File: config.mk
export PLATFORM = sky130hd
export DESIGN_NAME = gmps_cfg
export DESIGN_NICKNAME = d
export VERILOG_FILES = /design/src/design/gmps_pkg.sv /design/src/design/gmps_cfg.sv
export SDC_FILE = /design/constraint.sdc
export NUM_CORES = 1
export LEC_CHECK = 0
export BUFFER_PORTS_ARGS = -buffer_cell sky130_fd_sc_hd__buf_2
export CAP_MARGIN = 20
export CORE_MARGIN = 5
export CORE_UTILIZATION = 43
export DETAILED_ROUTE_END_ITERATION = 8
export PLACE_DENSITY = 0.74
export SYNTH_ARGS = -nofsm -noshare
export SYNTH_HDL_FRONTEND = slang
export SYNTH_SLANG_ARGS = --single-unit
File: constraint.sdc
create_clock -name clk -period 1.8 [get_ports clk]
set_input_delay 0.09 -clock clk [delete_from_list [all_inputs] [get_ports clk]]
set_output_delay 0.09 -clock clk [all_outputs]
set_load 0.005 [all_outputs]
File: src/design/gmps_pkg.sv
`default_nettype none

package gmps_pkg;

	// grid storage
	localparam int MAX_ROWS = 16;
	localparam int MAX_COLS = 16;
	localparam int CELLS    = MAX_ROWS * MAX_COLS;
	localparam int ROW_W    = $clog2(MAX_ROWS);
	localparam int COL_W    = $clog2(MAX_COLS);
	localparam int CELL_W   = $clog2(CELLS);
	localparam int DEPTH_W  = $clog2(CELLS + 1);
	localparam int NROW_W   = $clog2(MAX_ROWS + 1);
	localparam int NCOL_W   = $clog2(MAX_COLS + 1);

	// item and register field widths
	localparam int POS_W      = 4;
	localparam int SIZE_W     = 5;
	localparam int CFG_IDX_W  = 3;
	localparam int CFG_DATA_W = 5;

	// goal index as the register fields give it, may lie outside the grid in use
	localparam int GOAL_RAW_W = $clog2((2 ** POS_W - 1) * MAX_COLS + 2 ** POS_W);
	localparam int GOAL_W     = (GOAL_RAW_W > CELL_W) ? GOAL_RAW_W : CELL_W;

	// visited marks carry the search epoch; zero never marks a cell visited
	localparam int EPOCH_W = 4;
	localparam logic [EPOCH_W-1:0] EPOCH_NONE  = '0;
	localparam logic [EPOCH_W-1:0] EPOCH_FIRST = EPOCH_W'(1);
	localparam logic [EPOCH_W-1:0] EPOCH_LAST  = '1;

	localparam logic [SIZE_W-1:0] ROWS_RESET = SIZE_W'(16);
	localparam logic [SIZE_W-1:0] COLS_RESET = SIZE_W'(16);

	localparam logic [CFG_IDX_W-1:0] REG_NUM_ROWS  = 3'd0;
	localparam logic [CFG_IDX_W-1:0] REG_NUM_COLS  = 3'd1;
	localparam logic [CFG_IDX_W-1:0] REG_START_ROW = 3'd2;
	localparam logic [CFG_IDX_W-1:0] REG_START_COL = 3'd3;
	localparam logic [CFG_IDX_W-1:0] REG_END_ROW   = 3'd4;
	localparam logic [CFG_IDX_W-1:0] REG_END_COL   = 3'd5;

	localparam logic KIND_WRITE  = 1'b0;
	localparam logic KIND_SEARCH = 1'b1;

	localparam logic [1:0] DIR_N = 2'd0;
	localparam logic [1:0] DIR_E = 2'd1;
	localparam logic [1:0] DIR_S = 2'd2;
	localparam logic [1:0] DIR_W = 2'd3;

	typedef struct packed {
		logic [NROW_W-1:0] rows;
		logic [NCOL_W-1:0] cols;
		logic [POS_W-1:0]  start_row;
		logic [POS_W-1:0]  start_col;
		logic [POS_W-1:0]  end_row;
		logic [POS_W-1:0]  end_col;
	} cfg_t;

	typedef struct packed {
		logic               open;
		logic [EPOCH_W-1:0] epoch;
	} cell_t;

	typedef struct packed {
		logic [ROW_W-1:0] row;
		logic [COL_W-1:0] col;
		logic [1:0]       dir;
	} entry_t;

	typedef struct packed {
		logic              we;
		logic [CELL_W-1:0] waddr;
		cell_t             wdata;
		logic [CELL_W-1:0] raddr;
	} cell_req_t;

	typedef struct packed {
		logic              we;
		logic [CELL_W-1:0] waddr;
		entry_t            wdata;
		logic [CELL_W-1:0] raddr;
	} stk_req_t;

	function automatic logic [CELL_W-1:0] cell_addr(input logic [ROW_W-1:0] row,
	                                                input logic [COL_W-1:0] col);
		return CELL_W'(int'(row) * MAX_COLS + int'(col));
	endfunction

endpackage

`default_nettype wire

File: src/design/gmps_cfg.sv
`default_nettype none

module gmps_cfg (
	input  wire logic                             clk,
	input  wire logic                             arst_n,
	input  wire logic                             we,
	input  wire logic [gmps_pkg::CFG_IDX_W-1:0]   idx,
	input  wire logic [gmps_pkg::CFG_DATA_W-1:0]  data,
	output gmps_pkg::cfg_t                        cfg
);
	import gmps_pkg::*;

	logic [SIZE_W-1:0] num_rows_q;
	logic [SIZE_W-1:0] num_cols_q;
	logic [POS_W-1:0]  start_row_q;
	logic [POS_W-1:0]  start_col_q;
	logic [POS_W-1:0]  end_row_q;
	logic [POS_W-1:0]  end_col_q;

	always_ff @(posedge clk or negedge arst_n) begin
		if (!arst_n) begin
			num_rows_q  <= ROWS_RESET;
			num_cols_q  <= COLS_RESET;
			start_row_q <= '0;
			start_col_q <= '0;
			end_row_q   <= '0;
			end_col_q   <= '0;
		end else if (we) begin
			unique case (idx)
				REG_NUM_ROWS:  num_rows_q  <= data[SIZE_W-1:0];
				REG_NUM_COLS:  num_cols_q  <= data[SIZE_W-1:0];
				REG_START_ROW: start_row_q <= data[POS_W-1:0];
				REG_START_COL: start_col_q <= data[POS_W-1:0];
				REG_END_ROW:   end_row_q   <= data[POS_W-1:0];
				REG_END_COL:   end_col_q   <= data[POS_W-1:0];
				default: ;
			endcase
		end
	end

	// saturate the grid size at the storage bounds
	always_comb begin
		cfg.rows      = (int'(num_rows_q) > MAX_ROWS) ? NROW_W'(MAX_ROWS) : NROW_W'(num_rows_q);
		cfg.cols      = (int'(num_cols_q) > MAX_COLS) ? NCOL_W'(MAX_COLS) : NCOL_W'(num_cols_q);
		cfg.start_row = start_row_q;
		cfg.start_col = start_col_q;
		cfg.end_row   = end_row_q;
		cfg.end_col   = end_col_q;
	end

endmodule

`default_nettype wire

==> flow_metrics.tcl, run 1 <==
set metrics [dict create \
    totalWireLength_um 2090 \
    preCtsSetupSlack_ns 0.620 \
    max_freq_mhz 858 \
    clk_latency_ns 0.31 \
    path_cells "nor2b_1 -> buf_2" \
    numClockSinks 26 \
    ys_seq_area_frac 0.603 \
    numCtsBuffers 3 \
    synth.avg_cell_area_um2 15.9 \
    p_leak_nw 0.641 \
    ys_types 9 \
    worstSetupPathType "flip-flop to primary output" \
    fp.dieW_um 60.2 \
    ctsResizeCount 0 \
    final_cells 137 \
    min_period_ns 1.16 \
    root_buffer "clkbuf_4" \
    design_area_um2 1360 \
    cts_tree "yes" \
    synth_top_area_frac 0.555 \
    period_share 0.647 \
    setup_violations 0 \
    drtPass1Iterations 4 \
    hpwl_um 1630 \
    max-vdd-ir-drop_uv 669 \
    first_iter_violations 8 \
    worstSetupStartpoint "num_rows_q[4]$_DFFE_PN1P_" \
    crit_slowest_cell "dfstp_2" \
    area_growth_pct 25.2 \
    ys_ff_latch 26 \
    drive_gt1_frac 0.664 \
    finalMaxSlewViolations 0 \
    syn-instance-count 68 \
    drcViolationCount 0 \
    path_max_fanout 6 \
    die_h_um 60.2 \
    place_congestion 0.691 \
    rsz0062_at_grt "false" \
    post_drt_via_cell_ratio 5.05 \
    grt_overflow 0 \
    num-nets-final 119 \
    htreeDepth 1 \
    setup_ws_ns 0.635 \
    yosys.area.top_type "dfrtp_1" \
    grt_pass1_vias 719 \
    row_count 18 \
    clkTransAtPathRegs_ns 0.14 \
    fin_skew_ns 0 \
    r2r-start "num_rows_q[4]$_DFFE_PN1P_" \
    antenna_found_initial 0 \
    finalPower_mw 1.52 \
    synth_nets 79 \
    arrival_ns 1.07 \
    hold_violations 0 \
    hp-start "data[4]" \
    wl_per_cell_um 15.2 \
    grt_util_all_layers 0.132 \
    ant_nets 0 \
    end_kind "primary output" \
    yosys-top-cells-area "dfrtp_1, mux2_2, dfstp_2, nor2b_1, and4bb_2" \
    grt_max_degree 27 \
    reg2reg_slack_ns 1.00 \
    cpPeakStageDelay_ns 0.59 \
    nFillCells 212 \
    p_per_area_nw_per_um2 1120 \
    status "finished clean" \
    cts_max_path_buffers 2 \
    seqCellArea_um2 653 \
    routed-via-count 692 \
    max_slew_margin 0.625 \
    startpoint_type "flip-flop" \
    grt_pass1_wl_um 3560 \
    yosys_warnings 0 \
    critical_path_required_ns 1.71 \
    initial_utilization 0.445 \
    dieArea_um2 3620 \
    pin_count 37 \
    worstMarginPinSlew_ns 0.562 \
    core_area_um2 2430 \
    multi_input_area_um2 422 \
    antennaDiodeCount 0 \
    hp-class "primary input to flip-flop" \
    post-place-cells 132 \
    tns_ns 0 \
    max_cap_viol_count 0 \
    port_buffers 36 \
    synth.cell_area_um2 1080 \
    postPlaceCellArea_um2 1290 \
]
metal layers:
layer  vias up  global-route usage  wire length (um)
li1        321                   -                 -
met1       341               0.181               933
met2        30               0.215               934
met3         0              0.0367               218
met4         0              0.0190                 0
met5         -                   0                 0
path summary, 6_finish.rpt:
kind	endpoint	cells past startpoint
max in group asynchronous	num_cols_q[4]$_DFFE_PN1P_	2
min reg2reg	num_cols_q[3]$_DFFE_PN0P_	1
max reg2reg	num_rows_q[4]$_DFFE_PN1P_	1
min in group asynchronous	num_rows_q[3]$_DFFE_PN0P_	2
max	cfg[22]	2
min	num_rows_q[4]$_DFFE_PN1P_	2
cell families (layout without fill, tap and decap cells):
group                  Yosys count  in the layout  synth area share
muxes                           26             26             0.271
DFF                             26             26             0.603
and+or+nand+nor                 14             14             0.119
buffers and inverters            2             41           0.00694
synth_stat cells:
library cell and n:
and4bb_2 2, nand4b_1 2, mux2_2 26, dfrtp_1 24
nor2b_1 8, and4bb_1 1, nor4b_4 1, clkbuf_1 2
dfstp_2 2
what timing repair did:
item	in CTS	in global routing
hold endpoints to repair	24	0
hold buffers	1	0
setup buffers	0	0
final cells by class:
type                            count  share of cell area
Sequential cell                    26               0.482
Multi-Input combinational cell     40               0.311
Timing Repair Buffer               37               0.140
Tap cell                           30              0.0277
Clock inverter                      1              0.0222
Clock buffer                        3              0.0166
where the power goes:
part	switching, mW	internal (mW)
registers	0.0681	0.719
clock network	0.162	0.225
logic	0.133	0.212
per-stage QoR:
stage | util | hold WS (ns)
after floorplan | - | -0.206
after global placement | 0.531 | 0.102
after detailed placement | 0.531 | 0.114
after CTS | 0.557 | 0.0222
after global routing | 0.557 | 0.0268
final | 0.557 | 0.0292
placed cells by master (no fill, tap or decap), drive strengths merged:
cell type	count
and4bb	3
buf	36
clkbuf	3
dfstp	2
dfrtp	24
mux2	26
dlygate4sd3	1
nand4b	2
bufinv	1
nor4b	1
nor2b	8
state kept, by name (all words and copies together) (netlist names):
signal	cells
end_col_q	4
num_rows_q	5
end_row_q	4
num_cols_q	5
start_col_q	4
start_row_q	4
worst max-delay path, delay by kind of cell, from the launching register on:
kind	cells	cell delay [ns]
and+or+nand+nor	1	0.05
DFF	1	0.59
buffers and inverters	1	0.12
Note: power is estimated with default switching activity, not from simulation.
==> inputs of run 2 (changes only) <==
- PLACE_DENSITY: 0.74 -> 0.77
- clock period: 1.8 -> 1.05 ns (I/O delays scaled with it)
==> run 2 against run 1 <==
  * The run now ends with setup timing left
  * Critical path depth stayed put
  * Utilization up 0.36 points
  * Critical path type unchanged
  * Critical endpoint is now cfg[16]
  * Cell area grew 0.65%
  * Largest cell class unchanged
==> flow_metrics.tcl, run 2 (synthesis gave the netlist of run 1 again) <==
set metrics [dict create \
    status "finished, violations left" \
    failed_checks "setup timing" \
    grt_max_degree 27 \
    multi_input_area_um2 422 \
    postPlaceCellArea_um2 1310 \
    pin_count 37 \
    worstSetupPathType "flip-flop to primary output" \
    crit_path_end "cfg[16]" \
    wl_per_cell_um 15.2 \
    r2r_cells 1 \
    cts_tree "yes" \
    max_freq_mhz 886 \
    core_area_um2 2430 \
    finalMaxSlewViolations 0 \
    dieArea_um2 3620 \
    htreeDepth 1 \
    max_cap_viol_count 0 \
    startpoint_type "flip-flop" \
    hold_violations 0 \
    worstSetupStartpoint "num_cols_q[4]$_DFFE_PN1P_" \
    clk_latency_ns 0.32 \
    fin_skew_ns 0 \
    preCtsSetupSlack_ns -0.0881 \
    nFillCells 217 \
    cts_max_path_buffers 2 \
    antennaDiodeCount 0 \
    p_leak_nw 0.648 \
    initial_utilization 0.445 \
    grt_util_all_layers 0.133 \
    critical_path_depth 2 \
    hold_depth 2 \
    path_max_fanout 6 \
    drcViolationCount 0 \
    design_area_um2 1360 \
    end_kind "primary output" \
    reg2reg_slack_ns 0.25 \
    area_growth_pct 26.0 \
    fp.dieW_um 60.2 \
    min_period_ns 1.13 \
    numCtsBuffers 3 \
    arrival_ns 1.08 \
    hp-class "primary input to flip-flop" \
    hpwl_um 1640 \
    reg_top3 "num_cols_q x5, num_rows_q x5" \
    r2r_end "num_cols_q[4]$_DFFE_PN1P_" \
    hp-start "data[1]" \
    rsz0062_at_grt "true" \
    path_cells "nor2b_1 -> buf_2" \
    final_cells 140 \
    die_h_um 60.2 \
    layout_commonest_cell "buf_2" \
    seqCellArea_um2 653 \
    totalWireLength_um 2120 \
    root_buffer "clkbuf_4" \
    drive_gt1_frac 0.664 \
    tns_ns -0.642 \
    port_buffers 36 \
    post_drt_via_cell_ratio 4.91 \
    setup_violations 10 \
    p_per_area_nw_per_um2 1800 \
    clkTransAtPathRegs_ns 0.14 \
    crit_slowest_cell "dfstp_2" \
    post-place-cells 134 \
    critical_path_required_ns 1.00 \
    critPathBufInv 1 \
    setup_ws_ns -0.0789 \
    first_iter_violations 9 \
    grt_overflow 0 \
    max-vdd-ir-drop_uv 1020 \
    ant_nets 0 \
    row_count 18 \
    ctsResizeCount 0 \
    num-nets-final 122 \
    drtPass1Iterations 3 \
    numClockSinks 26 \
    cpLargestDelayFamily "flip-flops" \
    period_share 1.08 \
    worstMarginPinSlew_ns 0.580 \
    place_congestion 0.676 \
    grt_pass1_wl_um 3620 \
    routed-via-count 687 \
    antenna_found_initial 0 \
    r2r-start "num_cols_q[4]$_DFFE_PN1P_" \
    max_slew_margin 0.613 \
    cpPeakStageDelay_ns 0.59 \
    final_cell_mix "buf_2, mux2_2, dfrtp_1" \
    grt_pass1_vias 767 \
]
[run 2: cell count changes in the layout (fill, tap and decap cells not counted), sizes merged]
cell         previous run  this run
buf                    36        38
dlygate4sd3             1         2
bufinv                  1         0
clkbuf                  3         4
[run 2: repair_timing]
action	4_1_cts	5_1_grt
endpoints found under the setup margin	10	10
hold endpoints to repair	26	0
pin swaps	0	0
buffers inserted	0	0
hold buffers	2	0
[run 2: worst min-delay path by stage]
stage               slack [ns]                          to
floorplan                -0.24    end_col_q[0]$_DFFE_PN0P_
global placement          0.07  start_col_q[3]$_DFFE_PN0P_
detailed placement        0.08  start_col_q[0]$_DFFE_PN0P_
CTS                       0.05    end_row_q[1]$_DFFE_PN0P_
global route              0.06    end_col_q[1]$_DFFE_PN0P_
finish                    0.05   num_rows_q[1]$_DFFE_PN0P_
[run 2: cell type report]
class                   instances  share of cell area
flip-flops and latches         26               0.479
well taps                      30              0.0275
multi-input cells              40               0.309
clock buffers                   4              0.0266
repair buffers                 40               0.158
[run 2: power breakdown]
| group | internal (mW) | total (mW) | switching [mW] |
|---|---|---|---|
| sequential | 1.23 | 1.35 | 0.114 |
| clock | 0.212 | 0.501 | 0.289 |
| combinational | 0.371 | 0.602 | 0.230 |
[run 2: per-stage QoR]
| step | hold WS, ns | utilization | total power [mW] |
|---|---|---|---|
| finish | 0.0479 | 0.561 | 2.45 |
| global route | 0.0552 | 0.561 | 2.61 |
| CTS | 0.0460 | 0.561 | 2.49 |
| detailed placement | 0.0841 | 0.538 | 1.99 |
| global placement | 0.0650 | 0.538 | 1.95 |
| floorplan | -0.243 | - | 1.65 |
[run 2: routing by layer]
layer	track usage	share of wire	vias to the layer above
met5	0	0	-
met4	0.0285	0.0075	0
met3	0.0367	0.092	2
met2	0.219	0.45	27
met1	0.176	0.45	328
li1	-	-	330
