<file path="src/design/gmps_pkg.sv">
`default_nettype none

package gmps_pkg;

	// grid storage
	localparam int MAX_ROWS = 16;
	localparam int MAX_COLS = 16;
	localparam int CELLS    = MAX_ROWS * MAX_COLS;
	localparam int ROW_W    = $clog2(MAX_ROWS);
	localparam int COL_W    = $clog2(MAX_COLS);
	localparam int CELL_W   = $clog2(CELLS);
	localparam int DEPTH_W  = $clog2(CELLS + 1);
	localparam int NROW_W   = $clog2(MAX_ROWS + 1);
	localparam int NCOL_W   = $clog2(MAX_COLS + 1);

	// item and register field widths
	localparam int POS_W      = 4;
	localparam int SIZE_W     = 5;
	localparam int CFG_IDX_W  = 3;
	localparam int CFG_DATA_W = 5;

	// goal index as the register fields give it, may lie outside the grid in use
	localparam int GOAL_RAW_W = $clog2((2 ** POS_W - 1) * MAX_COLS + 2 ** POS_W);
	localparam int GOAL_W     = (GOAL_RAW_W > CELL_W) ? GOAL_RAW_W : CELL_W;

	// visited marks carry the search epoch; zero never marks a cell visited
	localparam int EPOCH_W = 4;
	localparam logic [EPOCH_W-1:0] EPOCH_NONE  = '0;
	localparam logic [EPOCH_W-1:0] EPOCH_FIRST = EPOCH_W'(1);
	localparam logic [EPOCH_W-1:0] EPOCH_LAST  = '1;

	localparam logic [SIZE_W-1:0] ROWS_RESET = SIZE_W'(16);
	localparam logic [SIZE_W-1:0] COLS_RESET = SIZE_W'(16);

	localparam logic [CFG_IDX_W-1:0] REG_NUM_ROWS  = 3'd0;
	localparam logic [CFG_IDX_W-1:0] REG_NUM_COLS  = 3'd1;
	localparam logic [CFG_IDX_W-1:0] REG_START_ROW = 3'd2;
	localparam logic [CFG_IDX_W-1:0] REG_START_COL = 3'd3;
	localparam logic [CFG_IDX_W-1:0] REG_END_ROW   = 3'd4;
	localparam logic [CFG_IDX_W-1:0] REG_END_COL   = 3'd5;

	localparam logic KIND_WRITE  = 1'b0;
	localparam logic KIND_SEARCH = 1'b1;

	localparam logic [1:0] DIR_N = 2'd0;
	localparam logic [1:0] DIR_E = 2'd1;
	localparam logic [1:0] DIR_S = 2'd2;
	localparam logic [1:0] DIR_W = 2'd3;

	typedef struct packed {
		logic [NROW_W-1:0] rows;
		logic [NCOL_W-1:0] cols;
		logic [POS_W-1:0]  start_row;
		logic [POS_W-1:0]  start_col;
		logic [POS_W-1:0]  end_row;
		logic [POS_W-1:0]  end_col;
	} cfg_t;

	typedef struct packed {
		logic               open;
		logic [EPOCH_W-1:0] epoch;
	} cell_t;

	typedef struct packed {
		logic [ROW_W-1:0] row;
		logic [COL_W-1:0] col;
		logic [1:0]       dir;
	} entry_t;

	typedef struct packed {
		logic              we;
		logic [CELL_W-1:0] waddr;
		cell_t             wdata;
		logic [CELL_W-1:0] raddr;
	} cell_req_t;

	typedef struct packed {
		logic              we;
		logic [CELL_W-1:0] waddr;
		entry_t            wdata;
		logic [CELL_W-1:0] raddr;
	} stk_req_t;

	function automatic logic [CELL_W-1:0] cell_addr(input logic [ROW_W-1:0] row,
	                                                input logic [COL_W-1:0] col);
		return CELL_W'(int'(row) * MAX_COLS + int'(col));
	endfunction

endpackage

`default_nettype wire

</file>
<file path="src/design/gmps_if.sv">
`default_nettype none

interface gmps_req_if;
	import gmps_pkg::*;

	logic             valid;
	logic             ready;
	logic             kind;
	logic [POS_W-1:0] cell_row;
	logic [POS_W-1:0] cell_col;
	logic             cell_open;

	modport source(output valid, kind, cell_row, cell_col, cell_open, input ready);
	modport sink(input valid, kind, cell_row, cell_col, cell_open, output ready);
endinterface

interface gmps_rsp_if;
	logic valid;
	logic ready;
	logic path_found;

	modport source(output valid, path_found, input ready);
	modport sink(input valid, path_found, output ready);
endinterface

`default_nettype wire

</file>
<file path="src/design/gmps_walk.sv">
`default_nettype none

module gmps_walk (
	input  wire logic              clk,
	input  wire logic              arst_n,
	input  wire gmps_pkg::cfg_t    cfg,
	gmps_req_if.sink               req,
	gmps_rsp_if.source             rsp,
	output gmps_pkg::cell_req_t    cell_req,
	input  wire gmps_pkg::cell_t   cell_rdata,
	output gmps_pkg::stk_req_t     stk_req,
	input  wire gmps_pkg::entry_t  stk_rdata
);
	import gmps_pkg::*;

	localparam logic [2:0] ST_IDLE     = 3'd0;
	localparam logic [2:0] ST_CLEAR    = 3'd1;
	localparam logic [2:0] ST_START_RD = 3'd2;
	localparam logic [2:0] ST_START_WR = 3'd3;
	localparam logic [2:0] ST_CHECK    = 3'd4;
	localparam logic [2:0] ST_EVAL     = 3'd5;
	localparam logic [2:0] ST_LOAD     = 3'd6;
	localparam logic [2:0] ST_FINISH   = 3'd7;

	logic [2:0]         state_q, state_d;
	logic [EPOCH_W-1:0] epoch_q, epoch_d;
	logic [CELL_W:0]    clr_q, clr_d;
	entry_t             top_q, top_d;
	logic [DEPTH_W-1:0] depth_q, depth_d;
	logic [ROW_W-1:0]   nbr_row_q, nbr_row_d;
	logic [COL_W-1:0]   nbr_col_q, nbr_col_d;
	logic               found_q, found_d;
	logic               rsp_valid_q, rsp_valid_d;
	logic               rsp_found_q, rsp_found_d;

	logic               step_ok;
	logic [ROW_W-1:0]   step_row;
	logic [COL_W-1:0]   step_col;
	logic               do_pop;
	logic               entered;
	logic               last_dir;
	logic               start_ok;
	logic [ROW_W-1:0]   start_row;
	logic [COL_W-1:0]   start_col;
	logic [GOAL_W-1:0]  goal;
	logic [GOAL_W-1:0]  nbr_idx;

	assign req.ready      = (state_q == ST_IDLE);
	assign rsp.valid      = rsp_valid_q;
	assign rsp.path_found = rsp_found_q;

	assign start_ok  = (int'(cfg.start_row) < int'(cfg.rows)) &&
	                   (int'(cfg.start_col) < int'(cfg.cols));
	assign start_row = ROW_W'(cfg.start_row);
	assign start_col = COL_W'(cfg.start_col);
	assign goal      = GOAL_W'(int'(cfg.end_row) * MAX_COLS + int'(cfg.end_col));
	assign nbr_idx   = GOAL_W'(cell_addr(nbr_row_q, nbr_col_q));
	assign entered   = cell_rdata.open && (cell_rdata.epoch != epoch_q);
	assign last_dir  = (top_q.dir == DIR_W);

	// neighbor of the top cell in its current direction
	always_comb begin
		step_ok  = 1'b0;
		step_row = top_q.row;
		step_col = top_q.col;
		case (top_q.dir)
			DIR_N: begin
				step_ok  = (top_q.row != '0);
				step_row = top_q.row - ROW_W'(1);
			end
			DIR_E: begin
				step_ok  = (int'(top_q.col) + 1 < int'(cfg.cols));
				step_col = top_q.col + COL_W'(1);
			end
			DIR_S: begin
				step_ok  = (int'(top_q.row) + 1 < int'(cfg.rows));
				step_row = top_q.row + ROW_W'(1);
			end
			default: begin
				step_ok  = (top_q.col != '0);
				step_col = top_q.col - COL_W'(1);
			end
		endcase
	end

	always_comb begin
		state_d     = state_q;
		epoch_d     = epoch_q;
		clr_d       = clr_q;
		top_d       = top_q;
		depth_d     = depth_q;
		nbr_row_d   = nbr_row_q;
		nbr_col_d   = nbr_col_q;
		found_d     = found_q;
		rsp_valid_d = rsp_valid_q && !rsp.ready;
		rsp_found_d = rsp_found_q;
		cell_req    = '0;
		stk_req     = '0;
		do_pop      = 1'b0;

		unique case (state_q)
			ST_IDLE: begin
				if (req.valid) begin
					if (req.kind == KIND_WRITE) begin
						if (int'(req.cell_row) < MAX_ROWS && int'(req.cell_col) < MAX_COLS) begin
							cell_req.we    = 1'b1;
							cell_req.waddr = cell_addr(ROW_W'(req.cell_row), COL_W'(req.cell_col));
							cell_req.wdata = '{open: req.cell_open, epoch: EPOCH_NONE};
						end
					end else if (cfg.start_row == cfg.end_row && cfg.start_col == cfg.end_col) begin
						found_d = 1'b1;
						state_d = ST_FINISH;
					end else if (epoch_q == EPOCH_NONE || epoch_q == EPOCH_LAST) begin
						epoch_d = EPOCH_FIRST;
						clr_d   = '0;
						state_d = ST_CLEAR;
					end else begin
						epoch_d = epoch_q + EPOCH_W'(1);
						state_d = ST_START_RD;
					end
				end
			end
			ST_CLEAR: begin
				// read one entry ahead, write back its open bit with the mark dropped
				cell_req.raddr = clr_q[CELL_W-1:0];
				if (clr_q != '0) begin
					cell_req.we    = 1'b1;
					cell_req.waddr = CELL_W'(clr_q - (CELL_W+1)'(1));
					cell_req.wdata = '{open: cell_rdata.open, epoch: EPOCH_NONE};
				end
				clr_d = clr_q + (CELL_W+1)'(1);
				if (int'(clr_q) == CELLS) begin
					state_d = ST_START_RD;
				end
			end
			ST_START_RD: begin
				cell_req.raddr = cell_addr(start_row, start_col);
				found_d        = 1'b0;
				state_d        = start_ok ? ST_START_WR : ST_FINISH;
			end
			ST_START_WR: begin
				cell_req.we    = 1'b1;
				cell_req.waddr = cell_addr(start_row, start_col);
				cell_req.wdata = '{open: cell_rdata.open, epoch: epoch_q};
				top_d          = '{row: start_row, col: start_col, dir: DIR_N};
				depth_d        = DEPTH_W'(1);
				state_d        = ST_CHECK;
			end
			ST_CHECK: begin
				nbr_row_d = step_row;
				nbr_col_d = step_col;
				if (step_ok) begin
					cell_req.raddr = cell_addr(step_row, step_col);
					state_d        = ST_EVAL;
				end else if (last_dir) begin
					do_pop = 1'b1;
				end else begin
					top_d.dir = top_q.dir + 2'd1;
				end
			end
			ST_EVAL: begin
				if (entered) begin
					cell_req.we    = 1'b1;
					cell_req.waddr = cell_addr(nbr_row_q, nbr_col_q);
					cell_req.wdata = '{open: 1'b1, epoch: epoch_q};
					if (nbr_idx == goal) begin
						found_d = 1'b1;
						state_d = ST_FINISH;
					end else if (last_dir) begin
						// top is done: replace it by the new cell
						top_d   = '{row: nbr_row_q, col: nbr_col_q, dir: DIR_N};
						state_d = ST_CHECK;
					end else begin
						top_d.dir = top_q.dir + 2'd1;
						if (int'(depth_q) < CELLS) begin
							stk_req.we    = 1'b1;
							stk_req.waddr = CELL_W'(depth_q - DEPTH_W'(1));
							stk_req.wdata = '{row: top_q.row, col: top_q.col,
							                  dir: top_q.dir + 2'd1};
							top_d         = '{row: nbr_row_q, col: nbr_col_q, dir: DIR_N};
							depth_d       = depth_q + DEPTH_W'(1);
						end
						state_d = ST_CHECK;
					end
				end else if (last_dir) begin
					do_pop = 1'b1;
				end else begin
					top_d.dir = top_q.dir + 2'd1;
					state_d   = ST_CHECK;
				end
			end
			ST_LOAD: begin
				top_d   = stk_rdata;
				state_d = ST_CHECK;
			end
			ST_FINISH: begin
				// hold the result until the output register is free
				if (!rsp_valid_q || rsp.ready) begin
					rsp_valid_d = 1'b1;
					rsp_found_d = found_q;
					state_d     = ST_IDLE;
				end
			end
			default: state_d = ST_IDLE;
		endcase

		if (do_pop) begin
			depth_d = depth_q - DEPTH_W'(1);
			if (depth_q == DEPTH_W'(1)) begin
				found_d = 1'b0;
				state_d = ST_FINISH;
			end else begin
				stk_req.raddr = CELL_W'(depth_q - DEPTH_W'(2));
				state_d       = ST_LOAD;
			end
		end
	end

	always_ff @(posedge clk or negedge arst_n) begin
		if (!arst_n) begin
			state_q     <= ST_IDLE;
			epoch_q     <= EPOCH_NONE;
			clr_q       <= '0;
			depth_q     <= '0;
			found_q     <= 1'b0;
			rsp_valid_q <= 1'b0;
		end else begin
			state_q     <= state_d;
			epoch_q     <= epoch_d;
			clr_q       <= clr_d;
			depth_q     <= depth_d;
			found_q     <= found_d;
			rsp_valid_q <= rsp_valid_d;
		end
	end

	always_ff @(posedge clk) begin
		top_q       <= top_d;
		nbr_row_q   <= nbr_row_d;
		nbr_col_q   <= nbr_col_d;
		rsp_found_q <= rsp_found_d;
	end

endmodule

`default_nettype wire

</file>
<file path="src/flat_wrapper.sv">
// flat-port wrapper written by rule: the top's interface ports become plain ports
module gmps_walk_flat import gmps_pkg::*;
  (clk, arst_n, cfg, cell_req, cell_rdata, stk_req, stk_rdata, req_valid, req_kind, req_cell_row, req_cell_col, req_cell_open, req_ready, rsp_valid, rsp_path_found, rsp_ready);
  gmps_req_if req_i ();
  gmps_rsp_if rsp_i ();
  input  wire logic clk;
  input  wire logic arst_n;
  input  wire gmps_pkg::cfg_t cfg;
  output gmps_pkg::cell_req_t cell_req;
  input  wire gmps_pkg::cell_t cell_rdata;
  output gmps_pkg::stk_req_t stk_req;
  input  wire gmps_pkg::entry_t stk_rdata;
  input wire logic [$bits(req_i.valid)-1:0] req_valid;
  input wire logic [$bits(req_i.kind)-1:0] req_kind;
  input wire logic [$bits(req_i.cell_row)-1:0] req_cell_row;
  input wire logic [$bits(req_i.cell_col)-1:0] req_cell_col;
  input wire logic [$bits(req_i.cell_open)-1:0] req_cell_open;
  output wire logic [$bits(req_i.ready)-1:0] req_ready;
  output wire logic [$bits(rsp_i.valid)-1:0] rsp_valid;
  output wire logic [$bits(rsp_i.path_found)-1:0] rsp_path_found;
  input wire logic [$bits(rsp_i.ready)-1:0] rsp_ready;
  assign req_i.valid = req_valid;
  assign req_i.kind = req_kind;
  assign req_i.cell_row = req_cell_row;
  assign req_i.cell_col = req_cell_col;
  assign req_i.cell_open = req_cell_open;
  assign req_ready = req_i.ready;
  assign rsp_valid = rsp_i.valid;
  assign rsp_path_found = rsp_i.path_found;
  assign rsp_i.ready = rsp_ready;
  gmps_walk u_core (.clk(clk), .arst_n(arst_n), .cfg(cfg), .req(req_i), .rsp(rsp_i), .cell_req(cell_req), .cell_rdata(cell_rdata), .stk_req(stk_req), .stk_rdata(stk_rdata));
endmodule
</file>
<file path="config.mk">
export PLATFORM = sky130hd
export DESIGN_NAME = gmps_walk_flat
export DESIGN_NICKNAME = d
export VERILOG_FILES = /design/src/design/gmps_pkg.sv /design/src/design/gmps_if.sv /design/src/design/gmps_walk.sv /design/src/flat_wrapper.sv
export SDC_FILE = /design/constraint.sdc
export NUM_CORES = 1
export LEC_CHECK = 0
export ABC_AREA = 1
export CORE_ASPECT_RATIO = 1.5
export CORE_MARGIN = 2
export CORE_UTILIZATION = 30
export DETAILED_ROUTE_END_ITERATION = 8
export DONT_BUFFER_PORTS = 1
export SLEW_MARGIN = 30
export SYNTH_ARGS = -nofsm -noshare
export SYNTH_HDL_FRONTEND = slang
export SYNTH_SLANG_ARGS = --single-unit
export TNS_END_PERCENT = 100
</file>
<file path="constraint.sdc">
create_clock -name clk -period 4.9 [get_ports clk]
set_clock_uncertainty 0.05 [all_clocks]
set_input_delay 0.49 -clock clk [delete_from_list [all_inputs] [get_ports clk]]
set_output_delay 0.49 -clock clk [all_outputs]
set_load 0.01 [all_outputs]
</file>
==> results of run 1 <==
## cell usage in the layout, fill, tap and decap left out, types with 2 or more instances in the layout
cell type	count
clkbuf_16	5
xor2_1	36
nor3_1	7
ha_1	36
o21ai_1	3
o221ai_1	2
nand3_1	62
o21ai_2	2
or2_2	2
a21oi_1	20
edfxtp_1	19
fa_1	2
nand2_2	3
inv_1	102
nor2_1	67
o211ai_1	22
nor4_1	3
a22oi_1	6
o21ai_0	36
nand2_1	169
nor2_2	10
inv_2	5
xnor2_1	10
nor2_4	2
nand4_1	8
dfrtp_1	27
## final cells by class
type,instances,share of cell area (%)
multi-input cells,525,59.2
flip-flops and latches,46,24.3
inverters,109,8.03
well taps,203,4.95
clock buffers,5,2.44
repair buffers,2,0.586
clock inverters,3,0.488
## how the worst max path moves through the flow
stage / end / depth (start not counted) / start / slack [ns]
after global routing: cell_req[7] / 12 / u_core.top_q[2] / 1.21
after floorplan: cell_req[3] / 12 / u_core.top_q[2] / 2.29
after global placement: cell_req[7] / 12 / u_core.top_q[2] / 1.90
after detailed placement: cell_req[7] / 12 / u_core.top_q[2] / 1.82
final: cell_req[7] / 12 / u_core.top_q[2] / 1.43
after CTS: cell_req[7] / 12 / u_core.top_q[2] / 1.47
## state kept, by name, summed over array words and instances, names as in the netlist
name,cells
u_core.top_q,10
u_core.clr_q,9
u_core.depth_q,9
u_core.epoch_q,4
u_core.nbr_col_q,4
u_core.nbr_row_q,4
u_core.state_q,3
u_core.found_q,1
u_core.rsp.path_found,1
u_core.rsp.valid,1
## timing repair
item	in CTS	in global routing
endpoints found under the hold margin	27	0
hold buffers	2	0
gates resized for setup	0	0
## worst reg2reg max path, cell delays in order (launching register included)
cell and delay, ns:
edfxtp_1 0.47, ha_1 0.26, xor2_1 0.15, ha_1 0.30, a21oi_1 0.15, nand2_1 0.06
nand2_1 0.05, nand3_1 0.06, nand3_1 0.11, nand2_1 0.09, nor2_1 0.54, nor3b_1 0.21
## kinds of logic (layout without fill, tap and decap cells)
kind of cell	after synthesis	after routing	synth area share, %
adder cells (fa/ha/maj)	38	38	10.3
AO/OA/AOI/OAI	97	97	12.3
XOR/XNOR	46	46	8.44
flip-flops	46	46	26.1
buffers and inverters	124	119	10.4
AND/OR/NAND/NOR	344	344	32.6
## metal layers
| metal | up-vias | global-route usage, % | routed length (µm) |
|---|---|---|---|
| li1 | 2248 | - | - |
| met1 | 2056 | 20.7 | 5980 |
| met2 | 100 | 32.5 | 7800 |
| met3 | 13 | 3.03 | 705 |
| met4 | 0 | 5.63 | 328 |
| met5 | - | 0 | 0 |
## where the power goes
group / total [mW] / switching, mW / internal, mW
sequential: 0.871 / 0.239 / 0.632
clock: 0.366 / 0.173 / 0.192
combinational: 1.93 / 1.30 / 0.632
## per-stage QoR
step | instance area [µm²] | setup WS (ns) | util (%) | hold slack [ns] | instances
after floorplan | 4770 | 2.29 | - | 0.144 | 695
after detailed placement | 4950 | 1.82 | 31.7 | 0.146 | 883
final | 5130 | 1.43 | 32.8 | 0.229 | 893
after CTS | 5130 | 1.47 | 32.8 | 0.224 | 893
after global routing | 5130 | 1.21 | 32.8 | 0.233 | 893
after global placement | 4950 | 1.90 | 31.7 | 0.146 | 883
==> results_dict.tcl, run 1 <==
set metrics [dict create \
    status "complete, no violations" \
    synth_top_area_cell "dfrtp_1" \
    finalNetCount 782 \
    cts_max_level 2 \
    grt_start_max_net_pins 28 \
    syn-num-nets 788 \
    rsz0062_at_grt "false" \
    final_hold_viol_count 0 \
    n_fill_cell 1724 \
    ant_nets 0 \
    async_flop_share_pct 58.7 \
    ys_seq_elements 46 \
    die_h_um 159 \
    boundaryPins 107 \
    multiInputGateArea_um2 3030 \
    area_growth_pct 7.36 \
    ys.flop_type "dfrtp_1" \
    dieArea_um2 17000 \
    synth_edf_count 19 \
    end_kind "output port" \
    cts_tree "built" \
    reg2reg_depth 11 \
    ys_types 49 \
    holdPathStages 1 \
    grt_pass1_vias 4219 \
    syn_area_per_cell_um2 6.87 \
    dp_hpwl_mm 12.0 \
    synth_top_area_share_pct 14.2 \
    final.setup.tns_ns 0 \
    tightest_slew_ns 0.808 \
    critPathRequiredTime_ns 4.36 \
    grt_pass1_wl_mm 23.2 \
    dr.pass1.iters 4 \
    grt_antenna_before_repair 0 \
    fin_crit_sh_pct 70.9 \
    dr.first_iter.drc_count 185 \
    netlist_area_um2 4770 \
    initial_core_util_pct 30.6 \
    whs_endpoint "u_core.rsp.valid" \
    design.core.area_um2 15600 \
    p_total_mw 3.17 \
    r2r_end "u_core.top_q[1]" \
    wl_per_cell_um 16.6 \
    die-width_um 107 \
    critPathBufInv 0 \
    p_leak_nw 2.46 \
    ys_seq_area_share_pct 26.1 \
    cp_common_cell "nand2_1" \
    post_cts_buffers 0 \
    path_clk_slew_ns 0.08 \
    critical_path_class "reg -> out" \
    synth_cells 695 \
    synth.most_common_cell "nand2_1" \
    slew_viol_final 0 \
    gp_congestion 0.865 \
    std_cell_rows 56 \
    synth_area_leaders "dfrtp_1 (14%), nand2_1 (13%), edfxtp_1 (12%)" \
    ir_drop_uv 249 \
    cp_slowest_cell "nor2_1" \
    antenna_cells 0 \
    grt_overflow 0 \
    wirelength_mm 14.8 \
    min_from "rsp_ready" \
    max_freq_mhz 288 \
    arrival_ns 2.93 \
    hp-class "in -> reg" \
    min_period_ns 3.47 \
    regToRegStartpoint "u_core.top_q[2]" \
    cts_buffer_depth 2 \
    drive_above_1_share_pct 6.23 \
    path_delay_family "simple AND/OR/NAND/NOR gates" \
    drc 0 \
    insertion_delay_ns 0.31 \
    seq_area_um2 1250 \
    p_per_area_nw_per_um2 618 \
    setup_violations 0 \
    synth_common_cells "nand2_1 (169), inv_1 (102), nor2_1 (67)" \
    cp_max_fo 9 \
    ys_warn_count 0 \
    io_buffers 0 \
    start_kind "register" \
    max-cap-violations 0 \
    cpPeakStageDelay_ns 0.54 \
    reg2reg_slack_ns 2.10 \
    cts_made_buffers 5 \
    grtUsageTotal_pct 17.7 \
    slew_headroom_pct 45.9 \
    viasPerCell 4.95 \
    cts-root-buf "clkbuf_16" \
    clkSinkCount 46 \
    crit_chain "ha_1, xor2_1, ha_1, a21oi_1, nand2_1, nand2_1, nand3_1, nand3_1, nand2_1, nor2_1, nand2_1, o211ai_1" \
    vias 4417 \
]
Power figures use the tool's default switching activity.
==> run 2: changes to the inputs <==
==> constraint.sdc (replaced) <==
create_clock -name clk -period 3.5 [get_ports clk]
set_clock_uncertainty 0.05 [all_clocks]
set_input_delay 0.35 -clock clk [delete_from_list [all_inputs] [get_ports clk]]
set_output_delay 0.35 -clock clk [all_outputs]
set_load 0.01 [all_outputs]
==> results_dict.tcl, run 2 (synthesis results as in run 1) <==
set metrics [dict create \
    grt_pass1_wl_mm 22.9 \
    status "complete, no violations" \
    dp_hpwl_mm 12.0 \
    design.core.area_um2 15600 \
    switching_share_pct 52.0 \
    cts-root-buf "clkbuf_16" \
    internal_power_mw 2.20 \
    wl_per_cell_um 16.4 \
    setup_violations 0 \
    grtUsageTotal_pct 17.4 \
    max-cap-violations 0 \
    wirelength_mm 14.7 \
    hp-class "in -> reg" \
    clockPowerShare_pct 13.8 \
    reg_top3 "u_core.top_q: 10 flops, u_core.clr_q: 9 flops, u_core.depth_q: 9 flops" \
    final_common_cell "nand2_1" \
    io_buffers 0 \
    grt_antenna_before_repair 0 \
    gp_congestion 0.864 \
    slew_viol_final 0 \
    end_kind "output port" \
    die-width_um 107 \
    fin_ws_ns 0.453 \
    dr.pass1.iters 5 \
    die_h_um 159 \
    ant_nets 0 \
    seqPwrFrac_pct 26.5 \
    insertion_delay_ns 0.30 \
    cts_buffer_depth 2 \
    power_frac_comb_pct 59.7 \
    grt_overflow 0 \
    tightest_slew_ns 0.759 \
    critPathRequiredTime_ns 3.10 \
    largest_register "u_core.top_q" \
    cts_tree "built" \
    final_cell_mix "nand2_1 (169), inv_1 (102), nor2_1 (66)" \
    min_period_ns 3.05 \
    p_leak_nw 2.49 \
    rsz0062_at_grt "false" \
    initial_core_util_pct 30.6 \
    max_freq_mhz 328 \
    ir_drop_uv 407 \
    antenna_cells 0 \
    drive_above_1_share_pct 6.50 \
    place_ws_ns 0.603 \
    area_growth_pct 8.54 \
    path_clk_slew_ns 0.07 \
    grt_start_max_net_pins 28 \
    finalNetCount 784 \
    p_sw_mw 2.38 \
    cts_made_buffers 5 \
    drc 0 \
    largest_register_ffs 10 \
    p_per_area_nw_per_um2 884 \
    std_cell_rows 56 \
    viasPerCell 5.02 \
    final.setup.tns_ns 0 \
    arrival_ns 2.65 \
    p_total_mw 4.58 \
    vias 4493 \
    start_kind "register" \
    boundaryPins 107 \
    final_hold_viol_count 0 \
    grt_pass1_vias 4294 \
    fin_crit_sh_pct 87.0 \
    critical_path_class "reg -> out" \
    post_cts_buffers 0 \
    cp_max_fo 9 \
    cts_max_level 2 \
    slew_headroom_pct 49.2 \
    clkSinkCount 46 \
    dieArea_um2 17000 \
    final.hold.worst_slack_ns 0.0946 \
    dr.first_iter.drc_count 264 \
]
run 2: path summary, 6_finish.rpt:
path	depth (start not counted)	to	slack, ns	start
max	12	cell_req[7]	0.45	u_core.top_q[2]
min reg2reg	0	u_core.rsp.path_found	0.41	u_core.found_q
min	1	u_core.rsp.valid	0.09	rsp_ready
min in group asynchronous	2	u_core.depth_q[1]	0.45	arst_n
max reg2reg	11	u_core.top_q[1]	0.99	u_core.top_q[2]
max in group asynchronous	2	u_core.depth_q[2]	2.78	arst_n
run 2: critical path, cell delays in order (launching register included):
cell,delay [ns]
edfxtp_1,0.47
ha_1,0.26
xor2_1,0.15
ha_1,0.30
a21oi_1,0.14
nand2_1,0.07
nand2_1,0.05
nand3_1,0.07
nand3_1,0.11
nand2_1,0.09
nor2_2,0.32
nand2_1,0.10
o211ai_1,0.22
run 2: area by class of cell:
| class | instances | area [µm²] |
|---|---|---|
| Timing Repair Buffer | 4 | 45.0 |
| Inverter | 109 | 412 |
| Sequential cell | 46 | 1250 |
| Clock buffer | 5 | 125 |
| Tap cell | 203 | 254 |
| Clock inverter | 3 | 63.8 |
| Multi-Input combinational cell | 525 | 3040 |
| Fill cell | 1693 | 10400 |
run 2: layer usage:
layer,track usage (%),part of all wire (%),routed length [µm],vias up
met5,0,0,0,-
met4,6.62,3.1,451,0
met3,3.44,5.8,853,19
met2,32.1,52,7590,141
met1,19.6,40,5810,2081
li1,-,-,-,2252
run 2: power by group through the flow:
stage	Clock [mW]	Sequential [mW]	Combinational [mW]
floorplan	0	1.07	2.19
global placement	0	1.22	2.70
detailed placement	0	1.22	2.71
CTS	0.638	1.22	2.74
global route	0.658	1.26	3.10
finish	0.632	1.22	2.73
run 2: what timing repair did:
action / CTS / global route
endpoints found under the setup margin: 0 / 5
gates resized for setup: 0 / 1
hold buffers: 2 / 0
endpoints found under the hold margin: 27 / 0
run 2: metrics by stage:
step,util [%],instances,instance area [µm²]
finish,33.2,895,5180
global route,33.2,895,5180
CTS,33.2,895,5180
detailed placement,31.8,885,4960
global placement,31.8,885,4960
floorplan,-,695,4770
